==> src/hdl/epoch_seconds_to_civil_datetime_top_macros.svh <==
// Assertion macros shared by the epoch-to-civil converter RTL.
`ifndef EPOCH_SECONDS_TO_CIVIL_DATETIME_TOP_MACROS_SVH
`define EPOCH_SECONDS_TO_CIVIL_DATETIME_TOP_MACROS_SVH

// Same-cycle implication, off while in reset.
`define E2C_ASSERT_IMP(lbl, ante, cons, msg) \
  lbl: assert property (@(posedge clk) disable iff (rst) (ante) |-> (cons)) else $error(msg);

// Next-cycle implication, also checked in reset.
`define E2C_ASSERT_NEXT(lbl, ante, cons, msg) \
  lbl: assert property (@(posedge clk) (ante) |=> (cons)) else $error(msg);

`endif

==> src/hdl/e2c_pkg.sv <==
// Types and constants of the epoch-to-civil converter.
package e2c_pkg;

  // register index, taken from paddr[2]
  localparam logic REG_UTC = 1'b0;
  localparam logic REG_DST = 1'b1;

  localparam longint unsigned SECS_PER_DAY  = 64'd86400;
  localparam longint unsigned SECS_PER_HOUR = 64'd3600;
  localparam longint unsigned DAYS_TO_ERA0  = 64'd719468;
  localparam longint unsigned ERA_DAYS      = 64'd146097;
  localparam longint unsigned YEARS_PER_ERA = 64'd400;

  // Bias of whole eras so every day count after the shift to March 1, year 0 is >= 0.
  localparam longint unsigned ERA_BIAS = 64'd6;
  localparam longint unsigned DAY_BIAS = DAYS_TO_ERA0 + ERA_DAYS * ERA_BIAS;
  localparam longint unsigned SEC_BIAS = SECS_PER_DAY * DAY_BIAS;
  localparam longint unsigned YEAR_BIAS = YEARS_PER_ERA * ERA_BIAS;

  // Reciprocal constants: m = ceil(2^s / d), exact over each operand's range.
  // seconds / 86400 = (seconds >> 7) / 675
  localparam longint unsigned DIV_DAY = 64'd675;
  localparam int              SH_DAY  = 41;
  localparam longint unsigned M_DAY   = ((64'd1 << SH_DAY) + DIV_DAY - 64'd1) / DIV_DAY;

  localparam int              SH_ERA  = 40;
  localparam longint unsigned M_ERA   = ((64'd1 << SH_ERA) + ERA_DAYS - 64'd1) / ERA_DAYS;

  localparam longint unsigned DIV_4Y  = 64'd1460;
  localparam int              SH_4Y   = 29;
  localparam longint unsigned M_4Y    = ((64'd1 << SH_4Y) + DIV_4Y - 64'd1) / DIV_4Y;

  localparam longint unsigned DIV_C   = 64'd36524;
  localparam int              SH_C    = 34;
  localparam longint unsigned M_C     = ((64'd1 << SH_C) + DIV_C - 64'd1) / DIV_C;

  localparam longint unsigned DIV_E   = 64'd146096;
  localparam int              SH_E    = 36;
  localparam longint unsigned M_E     = ((64'd1 << SH_E) + DIV_E - 64'd1) / DIV_E;

  localparam longint unsigned DIV_Y   = 64'd365;
  localparam int              SH_Y    = 27;
  localparam longint unsigned M_Y     = ((64'd1 << SH_Y) + DIV_Y - 64'd1) / DIV_Y;

  localparam longint unsigned DIV_100 = 64'd100;
  localparam int              SH_100  = 16;
  localparam longint unsigned M_100   = ((64'd1 << SH_100) + DIV_100 - 64'd1) / DIV_100;

  localparam longint unsigned DIV_MP  = 64'd153;
  localparam int              SH_MP   = 19;
  localparam longint unsigned M_MP    = ((64'd1 << SH_MP) + DIV_MP - 64'd1) / DIV_MP;

  localparam longint unsigned DIV_5   = 64'd5;
  localparam int              SH_5    = 14;
  localparam longint unsigned M_5     = ((64'd1 << SH_5) + DIV_5 - 64'd1) / DIV_5;

  localparam int              SH_HR   = 29;
  localparam longint unsigned M_HR    = ((64'd1 << SH_HR) + SECS_PER_HOUR - 64'd1) /
                                        SECS_PER_HOUR;

  localparam longint unsigned DIV_60  = 64'd60;
  localparam int              SH_MIN  = 18;
  localparam longint unsigned M_MIN   = ((64'd1 << SH_MIN) + DIV_60 - 64'd1) / DIV_60;

  // day split result: seconds of day, biased era, day of era
  typedef struct packed {
    logic [16:0] sod;
    logic [4:0]  era;
    logic [17:0] doe;
  } split_t;

  typedef struct packed {
    logic [4:0] hour;
    logic [5:0] minute;
    logic [5:0] second;
  } hms_t;

  typedef struct packed {
    logic signed [13:0] year;
    logic [3:0]         month;
    logic [4:0]         mday;
  } date_t;

endpackage

==> src/hdl/e2c_split.sv <==
// Stages 1-5: local seconds, floor split into days and seconds, era and day of era.
module e2c_split (
  input  logic                clk,
  input  logic                rst,
  input  logic                en,
  input  logic                in_valid,
  input  logic signed [37:0]  epoch,
  input  logic signed [16:0]  utc,
  input  logic signed [13:0]  dst,
  output logic                out_valid,
  output e2c_pkg::split_t     out
);

  logic [4:0]  vld;
  logic [39:0] sum;
  logic [38:0] u1;
  logic [63:0] pday2;
  logic [16:0] ulo2, ulo3, ulo4;
  logic [21:0] days3, days4;
  logic [16:0] pdsec4;
  logic [44:0] pera4;
  logic [4:0]  era_n;
  logic [21:0] doe_wide;

  // biased sum is always non-negative, so plain unsigned division below is floor
  assign sum = {{2{epoch[37]}}, epoch} + {{23{utc[16]}}, utc} + {{26{dst[13]}}, dst}
             + 40'(e2c_pkg::SEC_BIAS);

  assign era_n    = 5'(pera4 >> e2c_pkg::SH_ERA);
  assign doe_wide = days4 - 22'(era_n) * 22'(e2c_pkg::ERA_DAYS);

  always_ff @(posedge clk) begin
    if (rst) begin
      vld <= '0;
    end else if (en) begin
      vld <= {vld[3:0], in_valid};
    end
  end

  always_ff @(posedge clk) begin
    if (en) begin
      u1      <= sum[38:0];
      pday2   <= 64'(u1[38:7]) * 64'(e2c_pkg::M_DAY);
      ulo2    <= u1[16:0];
      days3   <= 22'(pday2 >> e2c_pkg::SH_DAY);
      ulo3    <= ulo2;
      pdsec4  <= 17'(days3) * 17'(e2c_pkg::SECS_PER_DAY);
      pera4   <= 45'(days3) * 45'(e2c_pkg::M_ERA);
      days4   <= days3;
      ulo4    <= ulo3;
      // remainder fits in 17 bits, so only the low product bits matter
      out.sod <= ulo4 - pdsec4;
      out.era <= era_n;
      out.doe <= doe_wide[17:0];
    end
  end

  assign out_valid = vld[4];

endmodule

==> src/hdl/e2c_tod.sv <==
// Stages 6-12: hour, minute and second of the day, delayed to match the date path.
module e2c_tod (
  input  logic            clk,
  input  logic            en,
  input  logic [16:0]     sod,
  output e2c_pkg::hms_t   out
);

  logic [34:0]    phour6;
  logic [16:0]    sod6;
  logic [4:0]     hour_n;
  logic [4:0]     hour7, hour8;
  logic [11:0]    hrem7, hrem8;
  logic [24:0]    pmin8;
  logic [5:0]     min_n;
  e2c_pkg::hms_t  hms9;
  e2c_pkg::hms_t  dly [3];

  assign hour_n = 5'(phour6 >> e2c_pkg::SH_HR);
  assign min_n  = 6'(pmin8 >> e2c_pkg::SH_MIN);

  always_ff @(posedge clk) begin
    if (en) begin
      phour6      <= 35'(sod) * 35'(e2c_pkg::M_HR);
      sod6        <= sod;
      hour7       <= hour_n;
      hrem7       <= 12'(sod6 - 17'(hour_n) * 17'(e2c_pkg::SECS_PER_HOUR));
      pmin8       <= 25'(hrem7) * 25'(e2c_pkg::M_MIN);
      hour8       <= hour7;
      hrem8       <= hrem7;
      hms9.hour   <= hour8;
      hms9.minute <= min_n;
      hms9.second <= 6'(hrem8 - 12'(min_n) * 12'(e2c_pkg::DIV_60));
      dly[0]      <= hms9;
      dly[1]      <= dly[0];
      dly[2]      <= dly[1];
    end
  end

  assign out = dly[2];

endmodule

==> src/hdl/e2c_civil.sv <==
// Stages 6-12: day of era to proleptic Gregorian year, month and day.
module e2c_civil (
  input  logic            clk,
  input  logic            rst,
  input  logic            en,
  input  logic            in_valid,
  input  logic [17:0]     doe,
  input  logic [4:0]      era,
  output logic            out_valid,
  output e2c_pkg::date_t  out
);

  logic [6:0]         vld;
  logic [37:0]        p4y6, pc6, pe6;
  logic [17:0]        doe6, doe7, doe8, doe9;
  logic [4:0]         era6, era7, era8;
  logic [17:0]        t7;
  logic [37:0]        py8;
  logic [8:0]         yoe_n;
  logic [8:0]         yoe9;
  logic signed [13:0] ybase9, ybase10, ybase11;
  logic [18:0]        p100;
  logic [1:0]         yq100;
  logic [17:0]        ydays;
  logic [17:0]        doy_wide;
  logic [8:0]         doy10, doy11;
  logic [10:0]        v5;
  logic [22:0]        pmp;
  logic [3:0]         mp11;
  logic [10:0]        w153;
  logic [22:0]        p5;
  logic [8:0]         q5;
  logic [8:0]         mday_wide;
  logic [3:0]         month_n;

  assign yoe_n = 9'(py8 >> e2c_pkg::SH_Y);

  assign p100     = 19'(yoe9) * 19'(e2c_pkg::M_100);
  assign yq100    = 2'(p100 >> e2c_pkg::SH_100);
  assign ydays    = 18'(yoe9) * 18'(e2c_pkg::DIV_Y) + 18'(yoe9 >> 2) - 18'(yq100);
  assign doy_wide = doe9 - ydays;

  // months counted from March
  assign v5  = 11'(doy10) * 11'(e2c_pkg::DIV_5) + 11'd2;
  assign pmp = 23'(v5) * 23'(e2c_pkg::M_MP);

  assign w153      = 11'(mp11) * 11'(e2c_pkg::DIV_MP) + 11'd2;
  assign p5        = 23'(w153) * 23'(e2c_pkg::M_5);
  assign q5        = 9'(p5 >> e2c_pkg::SH_5);
  assign mday_wide = doy11 - q5 + 9'd1;
  assign month_n   = (mp11 < 4'd10) ? mp11 + 4'd3 : mp11 - 4'd9;

  always_ff @(posedge clk) begin
    if (rst) begin
      vld <= '0;
    end else if (en) begin
      vld <= {vld[5:0], in_valid};
    end
  end

  always_ff @(posedge clk) begin
    if (en) begin
      p4y6      <= 38'(doe) * 38'(e2c_pkg::M_4Y);
      pc6       <= 38'(doe) * 38'(e2c_pkg::M_C);
      pe6       <= 38'(doe) * 38'(e2c_pkg::M_E);
      doe6      <= doe;
      era6      <= era;
      t7        <= doe6 - 18'(p4y6 >> e2c_pkg::SH_4Y) + 18'(pc6 >> e2c_pkg::SH_C)
                 - 18'(pe6 >> e2c_pkg::SH_E);
      doe7      <= doe6;
      era7      <= era6;
      py8       <= 38'(t7) * 38'(e2c_pkg::M_Y);
      doe8      <= doe7;
      era8      <= era7;
      yoe9      <= yoe_n;
      ybase9    <= 14'(yoe_n) + 14'(era8) * 14'(e2c_pkg::YEARS_PER_ERA)
                 - 14'(e2c_pkg::YEAR_BIAS);
      doe9      <= doe8;
      doy10     <= doy_wide[8:0];
      ybase10   <= ybase9;
      mp11      <= 4'(pmp >> e2c_pkg::SH_MP);
      doy11     <= doy10;
      ybase11   <= ybase10;
      out.mday  <= mday_wide[4:0];
      out.month <= month_n;
      // January and February belong to the next year of a March-based year
      out.year  <= ybase11 + 14'(month_n <= 4'd2);
    end
  end

  assign out_valid = vld[6];

endmodule

==> src/hdl/epoch_seconds_to_civil_datetime_top.sv <==
// Converts signed Unix epoch seconds, shifted by the zone and daylight offsets,
// into a proleptic Gregorian year, month, day, hour, minute and second. The
// converter is a 12-stage pipeline of constant-reciprocal multiplies: it takes
// one timestamp every clock; a stall on the output freezes the whole pipeline,
// whose last stage is the output register. Offsets must be written over the
// register port only while no item is in flight; the block does not enforce this
// (byte address 0: zone offset, 4: daylight offset; paddr[1:0] is ignored).
module epoch_seconds_to_civil_datetime_top (
  input  logic        clk,
  input  logic        rst,
  input  logic        s_tvalid,
  output logic        s_tready,
  input  logic [39:0] s_tdata,   // [37:0] epoch_seconds, [39:38] zero
  output logic        m_tvalid,
  input  logic        m_tready,
  // [13:0] year, [17:14] month, [22:18] day_of_month, [27:23] hour,
  // [33:28] minute, [39:34] second
  output logic [39:0] m_tdata,
  input  logic        psel,
  input  logic        penable,
  input  logic        pwrite,
  input  logic [2:0]  paddr,
  input  logic [31:0] pwdata,
  output logic [31:0] prdata,
  output logic        pready
);

  `include "epoch_seconds_to_civil_datetime_top_macros.svh"

  logic signed [16:0] utc_offset_seconds;
  logic signed [13:0] daylight_offset_seconds;
  logic               en;
  logic               split_valid;
  e2c_pkg::split_t    split;
  e2c_pkg::hms_t      hms;
  e2c_pkg::date_t     date;

  assign pready = 1'b1;

  always_ff @(posedge clk) begin
    if (rst) begin
      utc_offset_seconds      <= '0;
      daylight_offset_seconds <= '0;
    end else if (psel && penable && pwrite && pready) begin
      case (paddr[2])
        e2c_pkg::REG_UTC: utc_offset_seconds      <= pwdata[16:0];
        e2c_pkg::REG_DST: daylight_offset_seconds <= pwdata[13:0];
        default: ;
      endcase
    end
  end

  always_comb begin
    case (paddr[2])
      e2c_pkg::REG_UTC: prdata = {15'b0, utc_offset_seconds};
      e2c_pkg::REG_DST: prdata = {18'b0, daylight_offset_seconds};
      default:          prdata = '0;
    endcase
  end

  // pipeline moves unless a finished result is held back
  assign en       = !m_tvalid || m_tready;
  assign s_tready = en;

  e2c_split u_split (
    .clk       (clk),
    .rst       (rst),
    .en        (en),
    .in_valid  (s_tvalid),
    .epoch     (s_tdata[37:0]),
    .utc       (utc_offset_seconds),
    .dst       (daylight_offset_seconds),
    .out_valid (split_valid),
    .out       (split)
  );

  e2c_tod u_tod (
    .clk (clk),
    .en  (en),
    .sod (split.sod),
    .out (hms)
  );

  e2c_civil u_civil (
    .clk       (clk),
    .rst       (rst),
    .en        (en),
    .in_valid  (split_valid),
    .doe       (split.doe),
    .era       (split.era),
    .out_valid (m_tvalid),
    .out       (date)
  );

  assign m_tdata = {hms.second, hms.minute, hms.hour, date.mday, date.month, date.year};

  `E2C_ASSERT_NEXT(a_rst_empty, rst, !m_tvalid, "output valid right after reset")
  `E2C_ASSERT_IMP(a_date_range, m_tvalid, date.month >= 4'd1 && date.month <= 4'd12 && date.mday >= 5'd1, "month or day out of range")
  `E2C_ASSERT_IMP(a_time_range, m_tvalid, hms.hour <= 5'd23 && hms.minute <= 6'd59 && hms.second <= 6'd59, "time of day out of range")
  `E2C_ASSERT_IMP(a_stall_hold, m_tvalid && !m_tready, !s_tready, "input taken while output stalled")

endmodule
==> config.mk <==
export PLATFORM = sky130hd
export DESIGN_NAME = epoch_seconds_to_civil_datetime_top
export DESIGN_NICKNAME = d
export VERILOG_FILES = /design/src/hdl/e2c_pkg.sv /design/src/hdl/e2c_split.sv /design/src/hdl/e2c_tod.sv /design/src/hdl/e2c_civil.sv /design/src/hdl/epoch_seconds_to_civil_datetime_top.sv
export VERILOG_INCLUDE_DIRS = /design/src /design/src/hdl
export SDC_FILE = /design/constraint.sdc
export NUM_CORES = 2
export LEC_CHECK = 0
export BUFFER_PORTS_ARGS = -buffer_cell sky130_fd_sc_hd__buf_2
export CAP_MARGIN = 10
export CORE_MARGIN = 5
export CORE_UTILIZATION = 50
export CTS_CLUSTER_SIZE = 20
export DETAILED_ROUTE_END_ITERATION = 12
export PLACE_DENSITY_LB_ADDON = 0.05
export REMOVE_ABC_BUFFERS = 1
export SLEW_MARGIN = 20
export SYNTH_ARGS = -nofsm -noshare
export SYNTH_HDL_FRONTEND = slang
export SYNTH_SLANG_ARGS = --single-unit
==> constraint.sdc <==
create_clock -name clk -period 16.5 [get_ports clk]
set_input_delay 0.825 -clock clk [delete_from_list [all_inputs] [get_ports clk]]
set_output_delay 0.825 -clock clk [all_outputs]
set_load 0.01 [all_outputs]
==> flow_metrics.tcl <==
set metrics [dict create \
    cp_data_arrival_time_ps 8670 \
    ant_nets 0 \
    dp_hpwl_mm 129 \
    cpLargestDelayFamily "adder cells" \
    clockBufferDepth 3 \
    post-route-util_pct 53.9 \
    routabilityCongestion 0.880 \
    r2r_slack_ps 8240 \
    drc 0 \
    post-cts-setup-buffer-count 0 \
    netlist.top_cell.by_area "ha_1" \
    min_period_ps 8260 \
    synth.ff_latch_count 554 \
    multiInputGateArea_um2 51100 \
    track_usage_pct 20.4 \
    yosysMostFrequentCell "inv_1" \
    cts_tree "done" \
    synthArstFlopShare_pct 0 \
    grt_max_degree 72 \
    area_growth_pct 7.11 \
    die_w_um 395 \
    clkTransAtPathRegs_ps 50 \
    hold_path_startpoint "s_tvalid" \
    cp_slowest_stage_delay_ps 540 \
    numCtsBuffers 71 \
    layout-drive-gt1-share_pct 4.13 \
    hold_buffers 0 \
    synthTopCellsByArea "ha_1 (29%), fa_1 (28%), edfxtp_1 (21%)" \
    drv_cap 0 \
    synth_cells 6594 \
    critPathCaptureType "register" \
    grt_pass1_wl_mm 253 \
    h-tree-depth 3 \
    first_pass_iters 6 \
    cp-start-kind "register" \
    worstSetupPathType "reg -> reg" \
    wl_per_cell_um 17.3 \
    rows 141 \
    drt-vias-per-instance 5.01 \
    grt.overflow.total 0 \
    synthTopCellsByCount "inv_1 (1,797), ha_1 (1,692), fa_1 (1,034)" \
    die_area_um2 156000 \
    timing.fmax_mhz 121 \
    io_pins 157 \
    crit_buf_inv 3 \
    cts_sinks 554 \
    port_buffers 121 \
    vias 43900 \
    netlist_area_um2 74300 \
    run_status "completed" \
    clk_latency_ps 670 \
    fp.dieH_um 395 \
    critPathLaunch "u_civil.mp11[0]$_DFFE_PP_" \
    setup_viol 0 \
    core_um2 148000 \
    hold_class "in -> reg" \
    diodes 0 \
    antenna_found_initial 0 \
    max_slew_margin_pct 30.2 \
    rsz0062_at_grt "no" \
    synth_edf_count 511 \
    crit_fanout 8 \
    yosysTopAreaCellShare_pct 28.5 \
    crit_top_cell "ha_1" \
    routed_wirelength_mm 152 \
    final.period_utilization_pct 50.0 \
    synth_cell_types 73 \
    grt_pass1_vias 47700 \
    synth_ff_type "edfxtp_1" \
    setup_tns_ps 0 \
    synth.avg_cell_area_um2 11.3 \
    hold_viol 0 \
    fillers 13100 \
    fin_nets 9581 \
    worst_pin_slew_ps 1050 \
    drt_iter0_markers 1570 \
    slowest_stage "fa_1" \
    skew_ps 24.7 \
    r2r-start "u_civil.mp11[0]$_DFFE_PP_" \
    seq_area_frac_synth_pct 21.8 \
    clockRootBuffer "clkbuf_16" \
    floorplan.initialDensity_pct 50.3 \
    yosys_warnings 0 \
    slew_viol_final 0 \
    final-seq-area_um2 16200 \
    required_ps 16910 \
    post_cts_resize_count 0 \
]
## area by class of cell
class,instances,share of cell area [%]
Multi-Input combinational cell,4204,64.2
Sequential cell,554,20.4
Inverter,1797,8.49
Tap cell,1930,3.04
Clock buffer,88,2.37
Timing Repair Buffer,145,0.988
Clock inverter,40,0.576
## worst register-to-register path, delay by kind of cell (launching register included)
| family | cells | cell delay, ps |
|---|---|---|
| buf+inv | 3 | 310 |
| compound gates | 8 | 1900 |
| fa+ha+maj | 10 | 3930 |
| simple gates | 5 | 970 |
| flops | 1 | 530 |
| xor+xnor | 3 | 340 |
## path summary, 6_finish.rpt
| path | endpoint | cells past startpoint |
|---|---|---|
| max reg2reg | u_civil.out[4]$_DFFE_PP_ | 29 |
| max | u_civil.out[4]$_DFFE_PP_ | 29 |
| min | u_split.vld[0]$_SDFFE_PP0P_ | 3 |
| min reg2reg | u_tod.hms9[16]$_DFFE_PP_ | 0 |
## cells in the final DEF, fill, tap and decap left out, types with 11 or more instances in the layout
cell / n
inv_1: 1796
ha_1: 1692
fa_1: 1034
edfxtp_1: 511
a21oi_1: 220
nand2_1: 182
xnor2_1: 180
nor2_1: 129
buf_2: 121
a21o_1: 110
o21ai_0: 100
xor2_1: 77
clkbuf_16: 73
nand3_1: 46
dfxtp_1: 42
nor3_1: 36
o21a_1: 34
and3_1: 33
nor2b_1: 29
o21bai_1: 28
nand4_1: 27
a211oi_1: 25
buf_4: 24
nand2b_1: 18
o211ai_1: 16
conb_1: 16
clkbuf_1: 15
a31oi_1: 13
o31ai_1: 11
## registers in the layout (all words and copies together) (netlist names), 17 cells and up
signal	flops
u_civil.doe6	18
u_civil.out	23
u_civil.t7	18
u_split.days3	22
u_split.days4	18
u_split.out	40
u_split.pday2	22
u_split.u1	39
u_split.ulo2	17
u_split.ulo3	17
u_split.ulo4	17
u_tod.dly	51
u_tod.hms9	17
utc_offset_seconds	17
## kinds of logic (layout without fill, tap and decap cells)
kind of cell | count (synthesis) | in the layout | synth area share [%]
AND/OR/NAND/NOR | 555 | 555 | 3.56
buffers and inverters | 1850 | 2070 | 9.52
adder cells (fa/ha/maj) | 2726 | 2726 | 56.4
multiplexers | 11 | 11 | 0.163
other | 2 | 16 | 0.0101
flip-flops | 554 | 554 | 21.8
AO/OA/AOI/OAI | 639 | 639 | 5.53
XOR/XNOR | 257 | 257 | 3.03
## per-stage QoR
step	cells	hold WS [ps]	instance area, um^2	worst slack, ps
5_1_grt	8758	362	79600	7640
3_3_place_gp	8630	400	77200	8180
6_report	8758	397	79600	8240
3_5_place_dp	8630	405	77200	8140
4_1_cts	8758	329	79600	8130
2_1_floorplan	6555	400	74000	4650
## routing by layer
metal | vias to the layer above | share of wire (%) | GRT usage [%]
met4 | 0 | 2.4 | 5.13
met5 | - | 0 | 0
met3 | 172 | 2.9 | 2.33
met2 | 436 | 48 | 34.6
li1 | 21700 | - | -
met1 | 21600 | 46 | 27.9
Power is not shown: default switching activity piles up to over one toggle a cycle in this logic, so the estimate is an artifact.
